[src/pbl_pkg.sv]
package pbl_pkg;

    // Palette geometry, fixed by the field widths
    localparam int PAL_DEPTH  = 16;
    localparam int PAL_IDX_W  = 4;
    localparam int CHAN_W     = 8;

    // Queue depths (default values for the top-level parameters)
    localparam int DEF_QUEUE_DEPTH = 4;
    localparam int DEF_OUT_DEPTH   = 4;

    // Configuration port
    localparam int CFG_ADDR_W = 3;
    localparam int CFG_DATA_W = 32;

    localparam logic REG_BRIGHTNESS = 1'b0;
    localparam logic REG_BLEND      = 1'b1;

    localparam logic [CHAN_W-1:0] BRIGHTNESS_RESET = 8'hFF;
    localparam logic              BLEND_RESET      = 1'b1;
    localparam logic [CHAN_W-1:0] FULL_SCALE       = 8'hFF;

    typedef enum logic {
        OP_LOOKUP = 1'b0,
        OP_WRITE  = 1'b1
    } t_op;

    typedef struct packed {
        logic [CHAN_W-1:0] red;
        logic [CHAN_W-1:0] green;
        logic [CHAN_W-1:0] blue;
    } t_rgb;

    // Classified lookup, handed from the front to the back
    typedef struct packed {
        t_rgb                 base;
        t_rgb                 next;
        logic [PAL_IDX_W-1:0] frac;
        logic                 blend;
    } t_mid_item;

endpackage

[src/pbl_queue.sv]
module pbl_queue #(
    parameter int DEPTH = 4,
    parameter int WIDTH = 8
) (
    input  logic                       i_clk,
    input  logic                       i_rst_n,
    input  logic                       i_push,
    input  logic [WIDTH-1:0]           i_push_data,
    input  logic                       i_pop,
    output logic [WIDTH-1:0]           o_head,
    output logic [$clog2(DEPTH+1)-1:0] o_count
);
    localparam int IW = $clog2(DEPTH);
    localparam int CW = $clog2(DEPTH + 1);

    logic [WIDTH-1:0] r_mem [DEPTH];
    logic [IW-1:0]    r_wr_ptr, n_wr_ptr;
    logic [IW-1:0]    r_rd_ptr, n_rd_ptr;
    logic [CW-1:0]    r_count, n_count;
    logic             do_push, do_pop;

    assign do_pop  = i_pop && (r_count != '0);
    assign do_push = i_push && ((r_count != CW'(DEPTH)) || do_pop);

    always_comb begin
        n_wr_ptr = r_wr_ptr;
        n_rd_ptr = r_rd_ptr;
        n_count  = r_count;
        if (do_push) begin
            n_wr_ptr = (r_wr_ptr == IW'(DEPTH - 1)) ? '0 : r_wr_ptr + 1'b1;
        end
        if (do_pop) begin
            n_rd_ptr = (r_rd_ptr == IW'(DEPTH - 1)) ? '0 : r_rd_ptr + 1'b1;
        end
        if (do_push && !do_pop) begin
            n_count = r_count + 1'b1;
        end else if (do_pop && !do_push) begin
            n_count = r_count - 1'b1;
        end
    end

    always_ff @(posedge i_clk) begin
        if (!i_rst_n) begin
            r_wr_ptr <= '0;
            r_rd_ptr <= '0;
            r_count  <= '0;
        end else begin
            r_wr_ptr <= n_wr_ptr;
            r_rd_ptr <= n_rd_ptr;
            r_count  <= n_count;
        end
    end

    always_ff @(posedge i_clk) begin
        if (do_push) begin
            r_mem[r_wr_ptr] <= i_push_data;
        end
    end

    assign o_head  = r_mem[r_rd_ptr];
    assign o_count = r_count;

endmodule

[src/pbl_front.sv]
module pbl_front #(
    parameter int QUEUE_DEPTH = pbl_pkg::DEF_QUEUE_DEPTH
) (
    input  logic                             i_clk,
    input  logic                             i_rst_n,
    input  logic                             i_push,
    output logic                             o_full,
    input  logic                             i_operation,
    input  logic [7:0]                       i_color_index,
    input  logic [pbl_pkg::PAL_IDX_W-1:0]    i_entry_slot,
    input  logic [pbl_pkg::CHAN_W-1:0]       i_entry_red,
    input  logic [pbl_pkg::CHAN_W-1:0]       i_entry_green,
    input  logic [pbl_pkg::CHAN_W-1:0]       i_entry_blue,
    input  logic                             i_blend_mode,
    input  logic [$clog2(QUEUE_DEPTH+1)-1:0] i_mid_count,
    output logic                             o_mid_push,
    output pbl_pkg::t_mid_item               o_mid_item
);
    import pbl_pkg::*;

    localparam int SW = $clog2(QUEUE_DEPTH + 2);

    t_rgb                 r_pal_mem [PAL_DEPTH];
    logic                 r_f1_valid;
    t_rgb                 r_base;
    t_rgb                 r_next;
    logic [PAL_IDX_W-1:0] r_frac;
    logic                 r_blend;

    logic                 accept;
    logic                 is_write;
    logic [PAL_IDX_W-1:0] hi_idx;
    logic [PAL_IDX_W-1:0] nxt_idx;
    logic [PAL_IDX_W-1:0] lo_frac;
    logic [SW-1:0]        pending;

    // Reserve a queue slot for the lookup held in the read stage
    assign pending = SW'(i_mid_count) + SW'(r_f1_valid);
    assign o_full  = (pending >= SW'(QUEUE_DEPTH));
    assign accept  = i_push && !o_full;
    assign is_write = (t_op'(i_operation) == OP_WRITE);

    assign hi_idx  = i_color_index[7:4];
    assign lo_frac = i_color_index[3:0];
    assign nxt_idx = hi_idx + 1'b1;

    always_ff @(posedge i_clk) begin
        if (!i_rst_n) begin
            r_f1_valid <= 1'b0;
        end else begin
            r_f1_valid <= accept && !is_write;
        end
    end

    always_ff @(posedge i_clk) begin
        if (accept && is_write) begin
            r_pal_mem[i_entry_slot] <= '{red: i_entry_red, green: i_entry_green,
                                         blue: i_entry_blue};
        end
        if (accept && !is_write) begin
            r_base  <= r_pal_mem[hi_idx];
            r_next  <= r_pal_mem[nxt_idx];
            r_frac  <= lo_frac;
            r_blend <= (lo_frac != '0) && i_blend_mode;
        end
    end

    assign o_mid_push = r_f1_valid;
    assign o_mid_item = '{base: r_base, next: r_next, frac: r_frac, blend: r_blend};

endmodule

[src/pbl_back.sv]
module pbl_back #(
    parameter int QUEUE_DEPTH = pbl_pkg::DEF_QUEUE_DEPTH,
    parameter int OUT_DEPTH   = pbl_pkg::DEF_OUT_DEPTH
) (
    input  logic                             i_clk,
    input  logic                             i_rst_n,
    input  pbl_pkg::t_mid_item               i_mid_item,
    input  logic [$clog2(QUEUE_DEPTH+1)-1:0] i_mid_count,
    output logic                             o_mid_pop,
    input  logic [$clog2(OUT_DEPTH+1)-1:0]   i_out_count,
    output logic                             o_out_push,
    output pbl_pkg::t_rgb                    o_out_data,
    input  logic [pbl_pkg::CHAN_W-1:0]       i_brightness
);
    import pbl_pkg::*;

    localparam int OW = $clog2(OUT_DEPTH + 2);

    logic          r_b1_valid;
    t_rgb          r_mixed;
    t_rgb          mixed;
    logic [7:0]    w_next;
    logic [OW-1:0] out_pending;

    function automatic logic [CHAN_W-1:0] blend_chan(
        input logic [CHAN_W-1:0] c_base,
        input logic [CHAN_W-1:0] c_next,
        input logic [CHAN_W-1:0] w2
    );
        logic [CHAN_W-1:0]   w1;
        logic [2*CHAN_W-1:0] p1;
        logic [2*CHAN_W-1:0] p2;
        logic [CHAN_W:0]     s;
        w1 = FULL_SCALE - w2;
        p1 = c_base * w1;
        p2 = c_next * w2;
        s  = {1'b0, p1[2*CHAN_W-1:CHAN_W]} + {1'b0, p2[2*CHAN_W-1:CHAN_W]};
        return s[CHAN_W-1:0];
    endfunction

    // Brightness b scales by (b+1)/256: full scale passes, zero blacks out
    function automatic logic [CHAN_W-1:0] dim_chan(
        input logic [CHAN_W-1:0] c,
        input logic [CHAN_W-1:0] bright
    );
        logic [CHAN_W:0]     f;
        logic [2*CHAN_W:0]   p;
        f = {1'b0, bright} + 1'b1;
        p = (2*CHAN_W+1)'(c) * (2*CHAN_W+1)'(f);
        return p[2*CHAN_W-1:CHAN_W];
    endfunction

    // Take a lookup only when the result queue has room for it
    assign out_pending = OW'(i_out_count) + OW'(r_b1_valid);
    assign o_mid_pop   = (i_mid_count != '0) && (out_pending < OW'(OUT_DEPTH));

    assign w_next = {i_mid_item.frac, 4'b0000};

    always_comb begin
        if (i_mid_item.blend) begin
            mixed.red   = blend_chan(i_mid_item.base.red,   i_mid_item.next.red,   w_next);
            mixed.green = blend_chan(i_mid_item.base.green, i_mid_item.next.green, w_next);
            mixed.blue  = blend_chan(i_mid_item.base.blue,  i_mid_item.next.blue,  w_next);
        end else begin
            mixed = i_mid_item.base;
        end
    end

    always_ff @(posedge i_clk) begin
        if (!i_rst_n) begin
            r_b1_valid <= 1'b0;
        end else begin
            r_b1_valid <= o_mid_pop;
        end
    end

    always_ff @(posedge i_clk) begin
        if (o_mid_pop) begin
            r_mixed <= mixed;
        end
    end

    assign o_out_push       = r_b1_valid;
    assign o_out_data.red   = dim_chan(r_mixed.red,   i_brightness);
    assign o_out_data.green = dim_chan(r_mixed.green, i_brightness);
    assign o_out_data.blue  = dim_chan(r_mixed.blue,  i_brightness);

endmodule

[src/palette_blend_lookup.sv]
// Path: a lookup accepted on the item side passes, in order, the palette read,
//   lookup queue, blend stage and result queue before it shows on the result ports.
// Throughput: one item per cycle while o_full is low; a write yields no result.
//   The rate is set by the single-write, dual-read palette memory and the queue credits.
// Reset: synchronous, active low; empties both queues, clears stage valids,
//   sets brightness to 255 and blending on. Palette contents are not cleared.
module palette_blend_lookup #(
    parameter int QUEUE_DEPTH = pbl_pkg::DEF_QUEUE_DEPTH,
    parameter int OUT_DEPTH   = pbl_pkg::DEF_OUT_DEPTH
) (
    input  logic                             i_clk,
    input  logic                             i_rst_n,
    // item side
    input  logic                             i_push,
    output logic                             o_full,
    input  logic                             i_operation,
    input  logic [7:0]                       i_color_index,
    input  logic [pbl_pkg::PAL_IDX_W-1:0]    i_entry_slot,
    input  logic [pbl_pkg::CHAN_W-1:0]       i_entry_red,
    input  logic [pbl_pkg::CHAN_W-1:0]       i_entry_green,
    input  logic [pbl_pkg::CHAN_W-1:0]       i_entry_blue,
    // result side
    output logic                             o_empty,
    input  logic                             i_pop,
    output logic [pbl_pkg::CHAN_W-1:0]       o_out_red,
    output logic [pbl_pkg::CHAN_W-1:0]       o_out_green,
    output logic [pbl_pkg::CHAN_W-1:0]       o_out_blue,
    // configuration port
    input  logic                             psel,
    input  logic                             penable,
    input  logic                             pwrite,
    input  logic [pbl_pkg::CFG_ADDR_W-1:0]   paddr,
    input  logic [pbl_pkg::CFG_DATA_W-1:0]   pwdata,
    output logic [pbl_pkg::CFG_DATA_W-1:0]   prdata,
    output logic                             pready
);
    import pbl_pkg::*;

    localparam int QCW = $clog2(QUEUE_DEPTH + 1);
    localparam int OCW = $clog2(OUT_DEPTH + 1);

    logic [CHAN_W-1:0] r_brightness;
    logic              r_blend_mode;
    logic              cfg_write;
    logic              reg_sel;

    logic              mid_push;
    logic              mid_pop;
    t_mid_item         mid_in;
    t_mid_item         mid_head;
    logic [QCW-1:0]    mid_count;

    logic              out_push;
    logic              out_pop;
    t_rgb              out_in;
    t_rgb              out_head;
    logic [OCW-1:0]    out_count;

    // Configuration registers: one access-phase transfer writes, reads decode the address
    assign pready    = 1'b1;
    assign reg_sel   = paddr[2];
    assign cfg_write = psel && penable && pwrite && pready;

    always_ff @(posedge i_clk) begin
        if (!i_rst_n) begin
            r_brightness <= BRIGHTNESS_RESET;
            r_blend_mode <= BLEND_RESET;
        end else if (cfg_write) begin
            unique case (reg_sel)
                REG_BRIGHTNESS: r_brightness <= pwdata[CHAN_W-1:0];
                REG_BLEND:      r_blend_mode <= pwdata[0];
                default:        ;
            endcase
        end
    end

    always_comb begin
        unique case (reg_sel)
            REG_BRIGHTNESS: prdata = {{(CFG_DATA_W-CHAN_W){1'b0}}, r_brightness};
            REG_BLEND:      prdata = {{(CFG_DATA_W-1){1'b0}}, r_blend_mode};
            default:        prdata = '0;
        endcase
    end

    // Front: accept items, update the palette, read the entry pair, classify
    pbl_front #(
        .QUEUE_DEPTH (QUEUE_DEPTH)
    ) u_front (
        .i_clk         (i_clk),
        .i_rst_n       (i_rst_n),
        .i_push        (i_push),
        .o_full        (o_full),
        .i_operation   (i_operation),
        .i_color_index (i_color_index),
        .i_entry_slot  (i_entry_slot),
        .i_entry_red   (i_entry_red),
        .i_entry_green (i_entry_green),
        .i_entry_blue  (i_entry_blue),
        .i_blend_mode  (r_blend_mode),
        .i_mid_count   (mid_count),
        .o_mid_push    (mid_push),
        .o_mid_item    (mid_in)
    );

    // Lookup queue between front and back
    pbl_queue #(
        .DEPTH (QUEUE_DEPTH),
        .WIDTH ($bits(t_mid_item))
    ) u_mid_queue (
        .i_clk       (i_clk),
        .i_rst_n     (i_rst_n),
        .i_push      (mid_push),
        .i_push_data (mid_in),
        .i_pop       (mid_pop),
        .o_head      (mid_head),
        .o_count     (mid_count)
    );

    // Back: blend, then brightness scale into the result queue
    pbl_back #(
        .QUEUE_DEPTH (QUEUE_DEPTH),
        .OUT_DEPTH   (OUT_DEPTH)
    ) u_back (
        .i_clk        (i_clk),
        .i_rst_n      (i_rst_n),
        .i_mid_item   (mid_head),
        .i_mid_count  (mid_count),
        .o_mid_pop    (mid_pop),
        .i_out_count  (out_count),
        .o_out_push   (out_push),
        .o_out_data   (out_in),
        .i_brightness (r_brightness)
    );

    // Result queue: its head drives the result ports
    assign out_pop = i_pop && !o_empty;

    pbl_queue #(
        .DEPTH (OUT_DEPTH),
        .WIDTH ($bits(t_rgb))
    ) u_out_queue (
        .i_clk       (i_clk),
        .i_rst_n     (i_rst_n),
        .i_push      (out_push),
        .i_push_data (out_in),
        .i_pop       (out_pop),
        .o_head      (out_head),
        .o_count     (out_count)
    );

    assign o_empty     = (out_count == '0);
    assign o_out_red   = out_head.red;
    assign o_out_green = out_head.green;
    assign o_out_blue  = out_head.blue;

endmodule

[config.mk]
export PLATFORM = sky130hd
export DESIGN_NAME = palette_blend_lookup
export DESIGN_NICKNAME = d
export VERILOG_FILES = /design/src/pbl_pkg.sv /design/src/pbl_queue.sv /design/src/pbl_front.sv /design/src/pbl_back.sv /design/src/palette_blend_lookup.sv
export SDC_FILE = /design/constraint.sdc
export NUM_CORES = 2
export LEC_CHECK = 0
export ABC_CLOCK_PERIOD_IN_PS = 9350
export BUFFER_PORTS_ARGS = -buffer_cell sky130_fd_sc_hd__clkbuf_2
export CAP_MARGIN = 10
export CORE_MARGIN = 5
export CORE_UTILIZATION = 45
export DETAILED_ROUTE_END_ITERATION = 8
export GPL_ROUTABILITY_DRIVEN = 0
export PLACE_DENSITY = 0.7
export RECOVER_POWER = 50
export SLEW_MARGIN = 20
export SYNTH_ARGS = -nofsm -noshare
export SYNTH_HDL_FRONTEND = slang
export SYNTH_HIERARCHICAL = 1
export SYNTH_SLANG_ARGS = --single-unit
[constraint.sdc]
create_clock -name i_clk -period 9.35 [get_ports i_clk]
set_input_delay 1.87 -clock i_clk [delete_from_list [all_inputs] [get_ports i_clk]]
set_output_delay 1.87 -clock i_clk [all_outputs]
set_load 0.01 [all_outputs]
==> flow_summary_export.csv <==
group,metric,value,unit
setup_path,critPathMaxStageDelay,0.93,ns
setup_path,critPathRequiredTime,9.77,ns
sta,fin_crit,7.67,ns
setup_path,crit_chain,"mux4_2, nand2b_1, fa_1, fa_1, inv_1, fa_1, inv_1, fa_1, inv_1, ha_1, and3_1, a221o_1, a21oi_1, o21ai_1, o21a_1, nor2_1, xnor2_1, ha_1, or3_1, nor3_1, o21ai_0, and3_1, or3_1, a31o_1",
placement,placed_area,0.0496,mm²
sta,setup_viol,0,
placement,hpwl,65.5,mm
setup_path,r2r_cells,24,
floorplan,start_util,45.3,%
clock_network,cts_buffer_depth,3,
setup_path,critPathMaxFanout,36,
clock_network,cts_setup_buffers,0,
floorplan,die_y,336,µm
final_layout,drive_above_1_share,14.9,%
hold_path,hold_depth,0,
floorplan,ios,138,
setup_path,cp.arrival,8.08,ns
detailed_routing,drc,0,
sta,fin_skew,0.0493,ns
final_layout,fill_cells,8923,
logic_synthesis,synth.area.top_cells,"edfxtp_1 48%, mux4_2 12%, fa_1 11%",
detailed_routing,dr_total_vias,27219,
clock_network,cts.sinks,798,
grt,grt_overflow,0,
detailed_routing,via_per_inst,5.49,
clock_network,cts_hold_buf,0,
setup_path,cp-start-kind,"flop",
sta,fin_setup_tns,0,ns
clock_network,clock-root-buffer,"clkbuf_16",
logic_synthesis,synth_cell_type_count,66,
setup_path,crit_path_frequent_cell,"fa_1",
final_layout,multi_input_area,0.0219,mm²
logic_synthesis,synth_seq_cells,798,
sta,finalHoldViolCount,0,
floorplan,fp.coreArea,0.105,mm²
grt,grt_start_max_net_pins,98,
hold_path,worstHoldPathType,"flop to flop",
run_status,violations,"max-capacitance violations, max-slew violations",
grt,grt_pass1_vias,28240,
floorplan,fp.dieArea,0.113,mm²
logic_synthesis,syn_area,0.0478,mm²
sta,worst-slew-pin-transition,3.47,ns
logic_synthesis,postSynth.topFlopCell,"edfxtp_1",
detailed_routing,routed_wl,100,mm
clock_network,clk_pin_slew_worst_paths,0.06,ns
logic_synthesis,synth_top_area_share,48.3,%
logic_synthesis,async_reset_ff_share,0,%
floorplan,chipWidth,336,µm
detailed_routing,first_pass_iters,5,
detailed_routing,routedWlPerCell,20.2,µm
placement,port_buffers,86,
grt,antenna_found_initial,4,
sta,timing.final.crit_share,82.0,%
setup_path,slowest_stage,"mux4_2",
logic_synthesis,synth_area_leader_cell,"edfxtp_1",
grt,grt_pass1_wl,159,mm
final_layout,final_area,0.0523,mm²
clock_network,cts_max_level,3,
grt,track_usage,18.0,%
floorplan,rows,119,
final_layout,syn2layout_area_growth,9.52,%
clock_network,cts_tree,"yes",
setup_path,crit_type,"flop to flop",
clock_network,cts_buffers,82,
setup_path,end_kind,"flop",
setup_path,critPathTopFamily,"adder cells",
logic_synthesis,synth_edf_count,769,
logic_synthesis,syn_inst,3437,
clock_network,cts.repair.resized,0,
detailed_routing,ant_nets,0,
clock_network,clock_latency,0.67,ns
final_layout,nNetsFinal,4116,
run_status,outcome,"finished, violations left",
logic_synthesis,syn_avg_cell_area,13.9,µm²
run,cap_violations,6,
sta,rsz0062_at_grt,"no",
logic_synthesis,ys_seq_area_share,49.5,%
final_layout,seq_area,0.0237,mm²
setup_path,worst-path-stages,24,
logic_synthesis,yosysWarnings,6,
detailed_routing,first_iter_violations,2042,
sta,slew_viol_final,296,
setup_path,cp_num_buf_inv,3,
sta,fmax,130,MHz
sta,slew-limit-headroom,-132,%
cell families (layout without fill, tap and decap cells):
logic type	after synthesis	in the layout	synth area share [%]
simple gates	888	888	8.92
flops	798	798	49.5
buf+inv	574	681	5.11
fa+ha+maj	535	535	18.1
mux	316	316	13.0
compound gates	226	226	3.37
xor+xnor	98	98	1.86
other cells	2	29	0.0157
layout by cell type (no fill, tap or decap), types with 7 or more instances in the layout:
cell type / synthesis / final
edfxtp_1: 769 / 769
inv_1: 396 / 396
nand2_1: 371 / 371
ha_1: 272 / 271
fa_1: 263 / 263
mux4_2: 244 / 244
and2_1: 123 / 121
nor2_1: 127 / 119
clkbuf_16: 0 / 82
nand3_1: 68 / 68
mux2i_1: 66 / 66
xnor2_1: 71 / 66
nor2b_1: 64 / 62
clkbuf_2: 0 / 54
clkbuf_1: 85 / 51
a21oi_1: 51 / 51
buf_4: 29 / 43
o21ai_0: 42 / 42
nand2b_1: 41 / 41
dfxtp_1: 29 / 26
conb_1: 2 / 25
a221oi_1: 25 / 25
a32o_1: 24 / 24
xor2_1: 25 / 23
a21o_1: 22 / 22
nor3_1: 26 / 18
o21a_1: 15 / 15
nand4_1: 11 / 11
clkinv_1: 0 / 11
inv_6: 0 / 10
clkinv_2: 0 / 10
or3_1: 10 / 10
and2_2: 8 / 9
nor3_2: 0 / 8
and2b_2: 7 / 7
and3_1: 7 / 7
final cells by class:
type,count,share of cell area (%)
Tap cell,1391,3.33
Multi-Input combinational cell,2088,41.9
Timing Repair Buffer,136,1.51
Antenna cell,4,0.0191
Sequential cell,798,45.3
Inverter,396,2.84
Clock inverter,49,1.07
Clock buffer,100,4.11
synth_stat cells (42+ instances only):
master	number
nand2_1	371
and2_1	123
clkbuf_1	85
mux2i_1	66
ha_1	272
fa_1	263
xnor2_1	71
nor2b_1	64
nand3_1	68
nor2_1	127
mux4_2	244
inv_1	396
a21oi_1	51
edfxtp_1	769
o21ai_0	42
worst reg2reg max path, cell delays in order, from the launching register on:
cell and delay (ns):
dfxtp_4 0.69, mux4_2 0.94, nand2b_1 0.31, fa_1 0.51, fa_1 0.54, inv_1 0.05
fa_1 0.52, inv_1 0.05, fa_1 0.52, inv_1 0.05, ha_1 0.30, and3_1 0.18
a221o_1 0.34, a21oi_1 0.24, o21ai_1 0.19, o21a_1 0.21, nor2_1 0.11, xnor2_1 0.08
ha_1 0.20, or3_1 0.34, nor3_1 0.21, o21ai_0 0.13, and3_1 0.16, or3_1 0.34
a31o_1 0.20
metrics by stage:
step,setup WS (ns),hold WS [ns],instances,util (%)
after floorplan,2.29,0.459,3460,-
after global placement,1.59,0.473,4808,47.1
after detailed placement,1.64,0.481,4808,47.1
after CTS,1.64,0.469,4957,49.7
after global routing,1.23,0.491,4959,49.6
final,1.68,0.464,4962,49.6
path summary, 6_finish.rpt:
check | start | endpoint | slack [ns]
max | flop | u_back/r_mixed[15] | 1.68
min | u_front/o_mid_item[29] | u_mid_queue/r_mem[2][29] | 0.46
max reg2reg | flop | u_back/r_mixed[15] | 1.68
min reg2reg | u_front/o_mid_item[29] | u_mid_queue/r_mem[2][29] | 0.46
registers in the layout, indices dropped and copies added, names as in the netlist, named ones only:
register / cells
u_mid_queue/r_mem: 212
u_front/o_mid_item: 48
r_blend_mode: 1
u_out_queue/r_mem: 96
u_mid_queue/o_count: 3
u_out_queue/r_rd_ptr: 2
u_front/r_pal_mem: 384
u_out_queue/r_wr_ptr: 2
u_front/r_blend: 1
u_front/o_mid_push: 1
u_front/r_frac: 4
u_back/r_mixed: 24
u_back/o_out_push: 1
u_mid_queue/r_wr_ptr: 2
r_brightness: 8
u_mid_queue/r_rd_ptr: 2
u_out_queue/o_count: 3
per-layer routing:
layer	global-route usage, %	part of all wire, %
met1	22.9	40
met2	32.2	52
met3	3.06	6.4
met4	4.55	2.0
met5	0	0
Power is not shown: default switching activity piles up to over one toggle a cycle in this logic, so the estimate is an artifact.
